[src/rtl/mmi_pkg.sv]
// ----------------------------------------------------------------------------
// mmi_pkg
// Shared constants, types and helpers for the modular matrix inverse block.
// ----------------------------------------------------------------------------
package mmi_pkg;

  localparam int MAX_DIM = 8;
  localparam int IDX_W   = $clog2(MAX_DIM);
  localparam int ADDR_W  = 2 * IDX_W;
  localparam int DEPTH   = MAX_DIM * MAX_DIM;
  localparam int VAL_W   = 30;
  localparam int SIZE_W  = 4;

  localparam logic [VAL_W-1:0] PRIME      = 30'd1000000007;
  localparam logic [VAL_W-1:0] FERMAT_EXP = 30'd1000000005;

  typedef logic [VAL_W-1:0]  val_t;
  typedef logic [ADDR_W-1:0] addr_t;
  typedef logic [IDX_W-1:0]  idx_t;

  typedef enum logic [4:0] {
    S_LOAD,
    S_INIT,
    S_PIV_RD,
    S_PIV_CHK,
    S_SW_RD,
    S_SW_W1,
    S_SW_W2,
    S_INV_STEP,
    S_INV_MR,
    S_INV_MB,
    S_SCL_RD,
    S_SCL_MW,
    S_SCL_WW,
    S_SCL_WI,
    S_ELM_FRD,
    S_ELM_F,
    S_ELM_RD,
    S_ELM_MW,
    S_ELM_WW,
    S_ELM_WI,
    S_OUT_RD,
    S_OUT_PUT,
    S_OUT_WAIT
  } state_t;

  function automatic val_t mod_sub(input val_t a, input val_t b);
    val_t r;
    if (a >= b) begin
      r = a - b;
    end else begin
      r = a + (PRIME - b);
    end
    return r;
  endfunction

endpackage

[src/rtl/mmi_ram.sv]
// ----------------------------------------------------------------------------
// mmi_ram
// Matrix store: one write port, two registered read ports.
// ----------------------------------------------------------------------------
module mmi_ram (
  input  logic          clk,
  input  logic          we,
  input  mmi_pkg::addr_t waddr,
  input  mmi_pkg::val_t  wdata,
  input  mmi_pkg::addr_t raddr_a,
  input  mmi_pkg::addr_t raddr_b,
  output mmi_pkg::val_t  rdata_a,
  output mmi_pkg::val_t  rdata_b
);
  import mmi_pkg::*;

  val_t mem [DEPTH];

  always_ff @(posedge clk) begin
    if (we) begin
      mem[waddr] <= wdata;
    end
    rdata_a <= mem[raddr_a];
    rdata_b <= mem[raddr_b];
  end

endmodule

[config.mk]
export PLATFORM = sky130hd
export DESIGN_NAME = mmi_ram
export DESIGN_NICKNAME = d
export VERILOG_FILES = /design/src/rtl/mmi_pkg.sv /design/src/rtl/mmi_ram.sv
export SDC_FILE = /design/constraint.sdc
export NUM_CORES = 2
export LEC_CHECK = 0
export BUFFER_PORTS_ARGS = -buffer_cell sky130_fd_sc_hd__buf_2
export CORE_ASPECT_RATIO = 0.7
export CORE_MARGIN = 1.5
export CORE_UTILIZATION = 55
export CTS_CLUSTER_DIAMETER = 30
export CTS_CLUSTER_SIZE = 30
export DETAILED_ROUTE_END_ITERATION = 16
export PLACE_DENSITY = 0.71
export SYNTH_ARGS = -nofsm -noshare
export SYNTH_HDL_FRONTEND = slang
export SYNTH_SLANG_ARGS = --single-unit
[constraint.sdc]
create_clock -name clk -period 6.3 [get_ports clk]
set_clock_uncertainty 0.05 [all_clocks]
set_input_delay 1.26 -clock clk [delete_from_list [all_inputs] [get_ports clk]]
set_output_delay 1.26 -clock clk [all_outputs]
set_load 0.02 [all_outputs]
---- Yosys cells after proc, flatten, opt, wreduce, memory -nomap -nowiden ----
Memories as Yosys holds them, arrays and structs flattened. A register that Yosys moved wholly into a read port is not among the register bits.
Index checks and enable logic that the tools add are counted.
W data, S select, Z words.
operators by class
  multiplexer cells ....................... 2
  $mul .................................... 0
  order comparisons ....................... 0
  shift operators ......................... 0
  eq/ne operators ......................... 0
  reduce and logical (&&, ||, !) cells .... 0
  bitwise logic cells ..................... 0
  add/subtract/negate cells ............... 0
  divide/modulo/power cells ............... 0
operator list
  cell     count
  $mux W1  2
storage, ports and cells
  latch bits .............................. 0
  memory bits (read-only) ................. 0
  memories ................................ 1
  memory bits (writable) .................. 1920
  register bits ........................... 0
  output and inout bits ................... 60
  logic and storage cells ................. 3
memory list
  name  words  width  read ports  clocked after Yosys merged registers in  write ports  line           text
  mem   64     30     2           2                                        1            mmi_ram.sv:17  val_t mem [DEPTH];

---- Depth between registers and ports, before layout ----
  depth after elaboration ................. 2
  gate-level depth with buffers ........... 10
  depth with buffers taken out ............ 5

---- Least setup slack after synthesis ----
No wires, ideal clock.
  kind .................................... input to register
  start ................................... in waddr[3]
  end ..................................... mem mem[48][0] (netlist bit) (enable)
  data arrival time ....................... 3824 ps
  stages .................................. 4
  required time ........................... 5796 ps
  setup time .............................. 454 ps
  path slack .............................. 1971 ps
  path buffers ............................ 1
  cell sequence ........................... clkbuf_1 -> nor2b_1 -> nand4b_1 -> nor3_1
RTL lines
  item         line           text
  from (decl)  mmi_ram.sv:8   input mmi_pkg::addr_t waddr,
  to (decl)    mmi_ram.sv:17
No word-level cell before the write port.

==> impl_metrics.py <==
metrics = {
    "clock_network": {
        "clk_latency_ps": 930,
        "cts_sinks": 1980,
        "cts_buffer_depth": 4,
        "postCtsSetupBuffers": 0,
        "cts_tree": "built",
        "cts_hold_buf": 0,
        "cts_max_level": 5,
        "numCtsBuffers": 311,
        "clkTransAtPathRegs_ps": 50,
        "cts-root-buf": "clkbuf_16",
        "postCtsResizedCells": 0,
    },
    "timing": {
        "min_period_ps": 3720,
        "fmax_mhz": 269,
        "setup_viol": 0,
        "rsz0062_at_grt": "no",
        "hold_viol": 0,
        "fin_setup_tns_ps": 0,
        "worst_pin_slew_ps": 1300,
        "slew_viol_final": 0,
        "relSlewSlack_pct": 13.1,
        "period_share_pct": 59.0,
    },
    "floorplan": {
        "dieArea_um2": 166000,
        "ios": 110,
        "initial_core_util_pct": 55.7,
        "die_h_um": 341,
        "die_w_um": 486,
        "num_rows": 123,
        "core-area_um2": 162000,
    },
    "critical_path": {
        "cp-start-kind": "input pin",
        "crit_family": "buffers and inverters",
        "cp_max_fo": 56,
        "path_cells": "buf_8 -> buf_4 -> buf_4 -> mux4_2 -> a22oi_1 -> a21oi_1 -> a21oi_1 -> o31ai_1",
        "required_ps": 7000,
        "max_stage_delay_ps": 570,
        "crit_path_end_kind": "register",
        "arrival_ps": 4420,
        "rrSetupSlack_ps": 3640,
        "path_class": "input pin to register",
        "slowest_stage": "buf_8",
        "cp_num_buf_inv": 3,
    },
    "power_and_ir_drop": {
        "vdd_drop_max_mv": 0.339,
        "p_per_area_nw_per_um2": 329,
        "power.leakage_nw": 33.6,
    },
    "drt": {
        "drtAntennaViolNets": 0,
        "wl_per_cell_um": 41.9,
        "drtPass1Iterations": 8,
        "via_count": 54200,
        "routed_wl_um": 300000,
        "routed_via_density": 7.58,
        "drc": 0,
        "first_iter_violations": 9175,
    },
    "logic_synthesis": {
        "ys.flop_type": "edfxtp_1",
        "synth.yosys.seq_area_share_pct": 65.4,
        "synthDistinctLibCells": 53,
        "synth_nets": 4568,
        "synthArstFlopShare_pct": 0,
        "synth_area_per_cell_um2": 19.9,
        "synth_edf_count": 1920,
        "synthCells": 4518,
        "ys_ff_latch": 1980,
        "synth_warnings": 0,
        "synth.cell_area_um2": 90000,
    },
    "global_route": {
        "grtUsageTotal_pct": 36.4,
        "antenna_found_initial": 45,
        "grt_pass1_vias": 52700,
        "grt_pass1_wl_um": 415000,
        "grt_max_degree": 93,
        "gr-total-overflow": 0,
    },
    "cells_and_area": {
        "final_common_cell": "edfxtp_1",
        "utilization_pct": 64.4,
        "final_cell_mix": "edfxtp_1 (1,920), mux4_2 (882), clkbuf_16 (319), mux2i_1 (305), buf_4 (158)",
        "fin_nets": 4816,
        "syn2layout_area_growth_pct": 15.6,
        "final_layout_size_suffix_gt1_share_pct": 36.8,
    },
    "placement": {
        "portBuffers": 109,
        "place_congestion": 0.925,
        "hpwl_um": 183000,
    },
    "flow_run": {
        "cap_violations": 0,
    },
    "min_path": {
        "hp-class": "register to register",
    },
    "status": {
        "outcome": "completed",
    },
}
[cell families after synthesis]
kind of cell           after synthesis  synth area share (%)
DFF                               1980                  65.4
muxes                             1252                  26.3
AOI/OAI and AO/OA                  555                  4.32
and+or+nand+nor                    373                  1.85
buffers and inverters              358                  2.11
[worst reg2reg max path: stages (launching register included)]
cell and delay (ps):
edfxtp_1 400, mux4_2 490, mux2_2 290, a221oi_1 920, a221o_1 260, a211oi_1 100
[synth_stat cells, drive strengths merged, types with 60 or more instances]
| cell type | count | area share (%) |
|---|---|---|
| a21oi | 88 | 0.49 |
| o21ai | 63 | 0.35 |
| edfxtp | 1920 | 64 |
| dfxtp | 60 | 1.3 |
| mux2 | 65 | 0.81 |
| mux4 | 882 | 22 |
| o22ai | 110 | 0.76 |
| a211oi | 67 | 0.56 |
| clkbuf | 131 | 0.55 |
| nor2 | 174 | 0.73 |
| nand2 | 82 | 0.34 |
| buf | 225 | 1.6 |
| mux2i | 305 | 3.4 |
[area by class of cell]
type	instances	area (um2)
inverter	2	12.5
timing repair buffer	291	2320
clock buffer	347	8190
sequential	1980	58900
clock inverter	202	2180
fill	10700	57600
multi-input combinational	2180	29700
antenna	25	62.6
tap	2125	2660
[per-layer routing]
metal | vias up | part of all wire [%] | GRT usage (%)
met5 | - | 0.096 | 0
met4 | 44 | 5.8 | 18.9
met3 | 854 | 16 | 12.5
met2 | 4932 | 43 | 50.9
met1 | 28200 | 36 | 51.1
li1 | 20200 | - | -
[power by group]
group	total, mW	switching, mW	leakage (nW)	internal [mW]
Combinational	2.41	1.50	10.8	0.912
Clock	17.1	6.43	5.00	10.6
Sequential	14.8	0.169	17.8	14.6
Total	34.3	8.10	33.6	26.2
[worst paths after layout]
path | startpoint | to | depth (start not counted)
setup / recovery | raddr_a[0] | rdata_a[26]$_DFF_P_ | 8
setup reg to reg | mem[31][2]$_DFFE_PP_ | rdata_a[2]$_DFF_P_ | 5
hold reg to reg | mem[56][21]$_DFFE_PP_ | rdata_a[21]$_DFF_P_ | 4
hold / removal | mem[56][21]$_DFFE_PP_ | rdata_a[21]$_DFF_P_ | 4
[through the flow]
step / instance area [um2] / total power [mW] / instances / hold WS [ps] / worst slack (ps)
global placement: 93600 / 17.4 / 6578 / 731 / 1700
floorplan: 90000 / 16.3 / 4518 / 675 / 1970
detailed placement: 93600 / 17.4 / 6578 / 761 / 1680
global route: 104000 / 34.9 / 7134 / 828 / 2480
finish: 104000 / 34.3 / 7152 / 760 / 2580
CTS: 104000 / 34.3 / 7127 / 759 / 2610
[flip-flops by register name, indices dropped and copies added, names as in the netlist]
register / cells
mem: 1920
rdata_a: 30
rdata_b: 30
Note: power is estimated with default switching activity, not from simulation.
