`src/rtl/mmi_pkg.sv`:
```
// ----------------------------------------------------------------------------
// mmi_pkg
// Shared constants, types and helpers for the modular matrix inverse block.
// ----------------------------------------------------------------------------
package mmi_pkg;

  localparam int MAX_DIM = 8;
  localparam int IDX_W   = $clog2(MAX_DIM);
  localparam int ADDR_W  = 2 * IDX_W;
  localparam int DEPTH   = MAX_DIM * MAX_DIM;
  localparam int VAL_W   = 30;
  localparam int SIZE_W  = 4;

  localparam logic [VAL_W-1:0] PRIME      = 30'd1000000007;
  localparam logic [VAL_W-1:0] FERMAT_EXP = 30'd1000000005;

  typedef logic [VAL_W-1:0]  val_t;
  typedef logic [ADDR_W-1:0] addr_t;
  typedef logic [IDX_W-1:0]  idx_t;

  typedef enum logic [4:0] {
    S_LOAD,
    S_INIT,
    S_PIV_RD,
    S_PIV_CHK,
    S_SW_RD,
    S_SW_W1,
    S_SW_W2,
    S_INV_STEP,
    S_INV_MR,
    S_INV_MB,
    S_SCL_RD,
    S_SCL_MW,
    S_SCL_WW,
    S_SCL_WI,
    S_ELM_FRD,
    S_ELM_F,
    S_ELM_RD,
    S_ELM_MW,
    S_ELM_WW,
    S_ELM_WI,
    S_OUT_RD,
    S_OUT_PUT,
    S_OUT_WAIT
  } state_t;

  function automatic val_t mod_sub(input val_t a, input val_t b);
    val_t r;
    if (a >= b) begin
      r = a - b;
    end else begin
      r = a + (PRIME - b);
    end
    return r;
  endfunction

endpackage

```
`src/rtl/mmi_modmul.sv`:
```
// ----------------------------------------------------------------------------
// mmi_modmul
// Bit-serial modular multiplier, one bit of the multiplier per cycle.
// ----------------------------------------------------------------------------
module mmi_modmul (
  input  logic          clk,
  input  logic          rst,
  input  logic          start,
  input  mmi_pkg::val_t  a,
  input  mmi_pkg::val_t  b,
  output logic          done,
  output mmi_pkg::val_t  product
);
  import mmi_pkg::*;

  localparam logic [31:0] P1 = {2'b00, PRIME};
  localparam logic [31:0] P2 = {1'b0, PRIME, 1'b0};

  logic        busy;
  logic [4:0]  cnt;
  val_t        ra;
  val_t        rb;
  logic [31:0] t;
  logic [31:0] t_red;

  always_comb begin
    t = {1'b0, product, 1'b0} + (rb[VAL_W-1] ? {2'b00, ra} : 32'd0);
    if (t >= P2) begin
      t_red = t - P2;
    end else if (t >= P1) begin
      t_red = t - P1;
    end else begin
      t_red = t;
    end
  end

  always_ff @(posedge clk) begin
    if (rst) begin
      busy <= 1'b0;
      done <= 1'b0;
      cnt  <= '0;
    end else begin
      done <= 1'b0;
      if (start) begin
        busy    <= 1'b1;
        cnt     <= 5'(VAL_W - 1);
        ra      <= a;
        rb      <= b;
        product <= '0;
      end else if (busy) begin
        product <= t_red[VAL_W-1:0];
        rb      <= {rb[VAL_W-2:0], 1'b0};
        cnt     <= cnt - 5'd1;
        if (cnt == 5'd0) begin
          busy <= 1'b0;
          done <= 1'b1;
        end
      end
    end
  end

endmodule
```
`config.mk`:
```
export PLATFORM = sky130hd
export DESIGN_NAME = mmi_modmul
export DESIGN_NICKNAME = d
export VERILOG_FILES = /design/src/rtl/mmi_pkg.sv /design/src/rtl/mmi_modmul.sv
export SDC_FILE = /design/constraint.sdc
export NUM_CORES = 1
export LEC_CHECK = 0
export BUFFER_PORTS_ARGS = -buffer_cell sky130_fd_sc_hd__buf_4
export CORE_MARGIN = 2
export CORE_UTILIZATION = 55
export CTS_CLUSTER_DIAMETER = 60
export DETAILED_ROUTE_END_ITERATION = 8
export GPL_ROUTABILITY_DRIVEN = 0
export PLACE_DENSITY = 0.77
export SETUP_SLACK_MARGIN = 0.2
export SKIP_CTS_REPAIR_TIMING = 1
export SLEW_MARGIN = 10
export SYNTH_ARGS = -nofsm -noshare
export SYNTH_HDL_FRONTEND = slang
export SYNTH_SLANG_ARGS = --single-unit
```
`constraint.sdc`:
```
create_clock -name clk -period 13.8 [get_ports clk]
set_input_delay 2.76 -clock clk [delete_from_list [all_inputs] [get_ports clk]]
set_output_delay 2.76 -clock clk [all_outputs]
set_load 0.02 [all_outputs]
```
# Word-level counts from Yosys, hierarchy flattened
# Cells that the tools add are included.
classes:
  n_mux: 12
  reduce_logical: 6
  bitwise_logic: 2
  add_sub_neg: 4
  order_cmp: 2
op_table:
  columns: ["operator", "count"]
  rows:
  - ["$mux 30", 6]
  - ["$sub 30x30->30 const B", 2]
  - ["$add 31x30->32", 1]
  - ["$ge 32x30->1 const B", 1]
  - ["$ge 32x31->1 const B", 1]
  - ["$mux 5", 2]
  - ["$logic_not 5->1", 1]
  - ["$sub 5x1->5 const B", 1]
  - ["$mux 1", 4]
  - ["$reduce_and 2->1", 2]
  - ["$reduce_or 3->1", 1]
  - ["$not 1->1", 2]
  - ["$reduce_bool 2->1", 1]
  - ["$reduce_or 2->1", 1]
totals:
  regBits: 97
  in_bits: 63

# Depth between registers and ports, before layout
logic_depth:
  depth_word: 6
  mapped_depth: 20
  depth_no_buf: 16

# Worst setup path after synthesis
# OpenSTA, ideal clock, no wires.
synth_timing:
  path_type: "input to register"
  startpoint: "in start"
  endpoint: "reg product[0] (enable)"
  setup_time_ns: 0.479
  n_path_buf: 2
  required_time_ns: 13.321
  path_stages: 4
  setup_slack_ns: 7.421
  t_arrival_ns: 5.900
  cell_sequence: "clkbuf_1 -> clkbuf_1 -> nor2_1 -> nor2_1"
synth_via:
  elab_chain_len: 2
synth_rtl:
  columns: ["element", "line_no", "source"]
  rows:
  - ["start: declaration", "mmi_modmul.sv:8", "input logic start,"]
  - ["$reduce_bool 2->1 (no source line)", null, null]
  - ["$reduce_and 2->1 (no source line)", null, null]
  - ["end signal: assignment", "mmi_modmul.sv:51", "product <= t_red[VAL_W-1:0];"]
  - ["end: declaration", "mmi_modmul.sv:12", "output mmi_pkg::val_t product"]
# No other way between the ends.
# A chain may end at the register's enable or synchronous reset.

# Final worst setup path
layout_timing:
  startpoint: "reg rb[29]"
  endpoint: "reg product[6] (data pin)"
layout_via:
  elab_chain_len: 6
  elab_cells_between_ends: 9
layout_rtl:
  columns: ["element", "line_no", "source"]
  rows:
  - ["start: declaration", "mmi_modmul.sv:22", "val_t rb;"]
  - ["start signal: assignment", "mmi_modmul.sv:52", "rb <= {rb[VAL_W-2:0], 1'b0};"]
  - ["$mux 30 *", "mmi_modmul.sv:27", "t = {1'b0, product, 1'b0} + (rb[VAL_W-1] ? {2'b00, ra} : 32'd0);"]
  - ["$add 31x30->32 *", "mmi_modmul.sv:27", null]
  - ["$sub 30x30->30 or $ge 32x30->1 (tied branches)", "mmi_modmul.sv:31, mmi_modmul.sv:30", null]
  - ["$mux 30", "mmi_modmul.sv:30", "end else if (t >= P1) begin"]
  - ["$mux 30 *", "mmi_modmul.sv:28", "if (t >= P2) begin"]
  - ["$mux 30 *", "mmi_modmul.sv:50", "end else if (busy) begin"]
# Every way passes the cells marked *; elsewhere a longest branch is shown, timed or not. The select of a mux whose other input is x is not followed.

==> results by stage <==
Timing:
- The minimum period implied by the final worst setup slack is 5.69 ns.
- The worst max-slew margin expressed relative to the limit is 39.4%.
- At the pin with the least slew margin, the transition time is 0.910 ns.
- Timing would allow up to 176 MHz.
- The final-report max-slew violation count is 0.
- Setup repair after global routing left no endpoint under its margin.
- The final critical path takes up 41.3% of the cycle.
- The maximum clock skew at final layout is 0.0103 ns.
- The final hold violation count is 0.
- The total negative slack for setup checks is 0 ns.
- The final number of setup-violating endpoints is 0.

GRT:
- Entering global routing, the biggest net connects 63 pins.
- The via count of the first global-routing pass is 6243.
- The total grt overflow is 0.
- The first global-routing pass estimated 29.7 mm of wire.
- The initial antenna violation count is 1.
- The overall global routing resource usage is 26.2%.

Logic synthesis:
- The cell type contributing the most total cell area after synthesis is sky130_fd_sc_hd__edfxtp_1.
- The synthesized netlist cell count is 749.
- After synthesis, the largest family of logic cells by area is simple AND/OR/NAND/NOR gates.
- After synthesis, the netlist uses 82 different library cells.
- By area the synthesized netlist is led by sky130_fd_sc_hd__edfxtp_1 (38%), sky130_fd_sc_hd__ha_1 (5.9%), sky130_fd_sc_hd__mux2_2 (5.2%).
- The synthesized netlist devotes 20.3% of its cell area to compound gates.
- The share of synthesized flip-flops with an asynchronous set or reset is 0%.
- The number of warnings printed during yosys synthesis is 0.
- Dividing the synthesized area by the synthesized cell count gives 9.58 um2.
- The number of nets in the synthesized netlist is 847.
- The share of synthesized area occupied by flip-flops and latches is 39.6%.
- The synthesized design contains 90 enable-type register cells.
- Of the total synthesized cell area, the portion taken by XOR and XNOR cells is 3.85%.
- The simple logic cell fraction of the synthesized area is 21.5%.
- Measured against the total synthesized area, the mux share comes to 5.46%.
- The cell area that synthesis handed to floorplanning was 0.00718 mm2.
- The area share of the largest cell type after synthesis is 37.7%.
- The most used flip-flop cell after synthesis is sky130_fd_sc_hd__edfxtp_1.
- The number of register bits inferred by synthesis is 97.
- Of the total synthesized cell area, the portion taken by full adders, half adders and majority gates is 6.21%.

Pwr:
- The worst ir drop on vdd is 89.2 uV.
- Summed over all cells, the static leakage comes to 3.21 nW.
- For this design the ratio of total power to cell area is 162 mW/mm2.

Die:
- For this configuration, the core starts out at a cell density of 56.6%.
- The floorplan step defined a die boundary enclosing 0.0140 mm2.
- In this run the core area contains 41 standard-cell rows.
- The die outline width is 118 um.
- The placeable core area is 0.0127 mm2.
- The vertical die dimension is 118 um.
- The top-level port count is 94.

Place:
- The wire-length estimate of the detail-placed layout is 13.2 mm.
- In this run the tool buffered the top-level ports with 93 buffer cells.

Layout:
- The area used by multi-input combinational logic is 0.00412 mm2.
- The area overhead of the layout relative to synthesis is 14.8%.
- 0 antenna diodes ended up in the layout.
- The net total in the final layout is 919.
- Summing all flip-flop and latch instances after layout gives 0.00284 mm2.
- After filler insertion, the fill cell instance count of the layout stands at 1070.
- The post-route netlist has 20.8% of its cells at a drive strength greater than 1.
- Once layout is complete, the utilization of the core stands at 65.0%.

Clock network:
- The CTS buffer count is 9.
- Clock latency on the worst-skew pair, taken at its later pin, is 0.37 ns.
- The CTS H-tree depth is 3.
- CTS placed an instance of sky130_fd_sc_hd__clkbuf_16 at the clock tree root.
- Clock-pin slew was measured on the worst setup and hold paths at 0.08 ns.
- TritonCTS built the clock tree.
- For this design, the sink count on the clock tree is 97.
- Counting along the longest clock path gives a buffer depth of 2.

Drt:
- The first detailed-routing pass ran for 8 iterations.
- Across all layers, the routed design uses 6273 vias.
- The detailed-route vias per instance is 6.29.
- The count of nets left with antenna violations once routing finished came out at 0.
- In the routed design, unresolved DRC markers number 0.
- The total detailed-routing wirelength is 18.2 mm.
- The average wire length per cell after detail routing is 18.2 um.
- After the first detailed-routing iteration, the DRC count stood at 621.

Status:
- The flow ran to the end, and the final reports show no timing, DRC or antenna violations.

Setup path:
- The worst path arrival time is 5.91 ns.
- Along the worst path, the maximum fanout reaches 30.
- The element type at the critical path start is a flop.
- The type of destination of the critical path is a flop.
- The worst setup path is of the reg2reg kind.
- The required time reported for the critical path endpoint is 14.02 ns.

Worst hold path:
- The kind of path behind the tightest hold check is reg2reg.

Run:
- Max-cap violations in this run came to 0.
## cells by family after synthesis
family                     after synthesis
xor gates and xnor gates                29
buffers and inverters                   50
adders and majority gates               35
DFF                                     97
and+or+nand+nor                        288
muxes                                   35
AOI/OAI and AO/OA                      215
## cells in the mapped netlist, types with 11 or more instances
cell type                  count
sky130_fd_sc_hd__clkbuf_1     16
sky130_fd_sc_hd__mux2_2       33
sky130_fd_sc_hd__nand2_1      52
sky130_fd_sc_hd__and2_1       40
sky130_fd_sc_hd__a21o_1       13
sky130_fd_sc_hd__buf_2        12
sky130_fd_sc_hd__nor2_1       49
sky130_fd_sc_hd__xnor2_1      17
sky130_fd_sc_hd__and3_1       14
sky130_fd_sc_hd__inv_1        15
sky130_fd_sc_hd__nand4_1      11
sky130_fd_sc_hd__o21ai_0      38
sky130_fd_sc_hd__nand2b_1     15
sky130_fd_sc_hd__a21oi_1      63
sky130_fd_sc_hd__ha_1         34
sky130_fd_sc_hd__nor3_1       27
sky130_fd_sc_hd__nand3_1      25
sky130_fd_sc_hd__edfxtp_1     90
sky130_fd_sc_hd__or3_1        14
## worst max-delay path: stages (launching register included)
cell and delay [ns]:
sky130_fd_sc_hd__edfxtp_1 0.95, sky130_fd_sc_hd__and2_1 0.24, sky130_fd_sc_hd__ha_1 0.19, sky130_fd_sc_hd__inv_1 0.06
sky130_fd_sc_hd__fa_1 0.44, sky130_fd_sc_hd__nand2b_1 0.22, sky130_fd_sc_hd__a21oi_2 0.34, sky130_fd_sc_hd__o21ai_1 0.20
sky130_fd_sc_hd__nand3_1 0.17, sky130_fd_sc_hd__a41oi_1 0.18, sky130_fd_sc_hd__xnor2_1 0.36, sky130_fd_sc_hd__nand3_1 0.21
sky130_fd_sc_hd__or3_1 0.40, sky130_fd_sc_hd__o211ai_2 0.63, sky130_fd_sc_hd__a21oi_1 0.23, sky130_fd_sc_hd__or4_1 0.57
sky130_fd_sc_hd__a21oi_1 0.15
## cell type report
type,instances,area share [%]
multi-input cells,602,50.0
flip-flops and latches,97,34.5
repair buffers,96,8.75
clock buffers,9,2.73
well taps,172,2.61
clock inverters,7,0.729
inverters,15,0.683
## layer usage
| layer | part of all wire [%] | vias up | routed length [um] | track usage [%] |
|---|---|---|---|---|
| met4 | 1.8 | 0 | 328 | 8.66 |
| li1 | - | 2983 | - | - |
| met1 | 42 | 2984 | 7700 | 32.4 |
| met2 | 48 | 268 | 8790 | 44.3 |
| met5 | 0 | - | 0 | 0 |
| met3 | 7.6 | 38 | 1390 | 6.90 |
## sequential cells by signal, summed over array words and instances, names as in the netlist
register  cells
cnt           5
done          1
ra           30
product      30
busy          1
rb           30
## power by group
| group | switching, mW | leakage [nW] | total (mW) | internal (mW) |
|---|---|---|---|---|
| registers | 0.0181 | 0.919 | 0.390 | 0.372 |
| logic | 0.424 | 2.15 | 0.690 | 0.266 |
| clock network | 0.127 | 0.136 | 0.252 | 0.126 |
## cells in the final DEF, fill, tap and decap left out, types with 10 or more instances in the layout
| cell | instances |
|---|---|
| sky130_fd_sc_hd__buf_4 | 96 |
| sky130_fd_sc_hd__edfxtp_1 | 90 |
| sky130_fd_sc_hd__a21oi_1 | 63 |
| sky130_fd_sc_hd__nand2_1 | 52 |
| sky130_fd_sc_hd__nor2_1 | 47 |
| sky130_fd_sc_hd__and2_1 | 40 |
| sky130_fd_sc_hd__o21ai_0 | 38 |
| sky130_fd_sc_hd__ha_1 | 34 |
| sky130_fd_sc_hd__mux2_2 | 33 |
| sky130_fd_sc_hd__nor3_1 | 27 |
| sky130_fd_sc_hd__nand3_1 | 25 |
| sky130_fd_sc_hd__xnor2_1 | 17 |
| sky130_fd_sc_hd__inv_1 | 15 |
| sky130_fd_sc_hd__nand2b_1 | 15 |
| sky130_fd_sc_hd__or3_1 | 14 |
| sky130_fd_sc_hd__and3_1 | 14 |
| sky130_fd_sc_hd__a21o_1 | 13 |
| sky130_fd_sc_hd__nand4_1 | 11 |
| sky130_fd_sc_hd__o211ai_1 | 10 |
| sky130_fd_sc_hd__nor3b_1 | 10 |
## worst paths after layout
path	from	cells after the start	end	slack, ns
setup / recovery	rb[29]$_DFFE_PP_	16	product[6]$_SDFFCE_PP0P_	8.11
hold / removal	cnt[1]$_SDFFE_PP0P_	2	cnt[1]$_SDFFE_PP0P_	0.52
setup reg to reg	rb[29]$_DFFE_PP_	16	product[6]$_SDFFCE_PP0P_	8.11
hold reg to reg	cnt[1]$_SDFFE_PP0P_	2	cnt[1]$_SDFFE_PP0P_	0.52
## through the flow
step / setup WS, ns / instance area, um2 / hold WS (ns) / total power, mW / cells
after floorplan: 7.42 / 7180 / 0.485 / 0.907 / 749
after global placement: 8.35 / 7960 / 0.504 / 1.05 / 982
after detailed placement: 8.22 / 7960 / 0.515 / 1.06 / 982
after CTS: 8.17 / 8240 / 0.526 / 1.32 / 998
after global routing: 7.70 / 8240 / 0.572 / 1.41 / 998
final: 8.11 / 8240 / 0.517 / 1.33 / 998
Note: power is estimated with default switching activity, not from simulation.
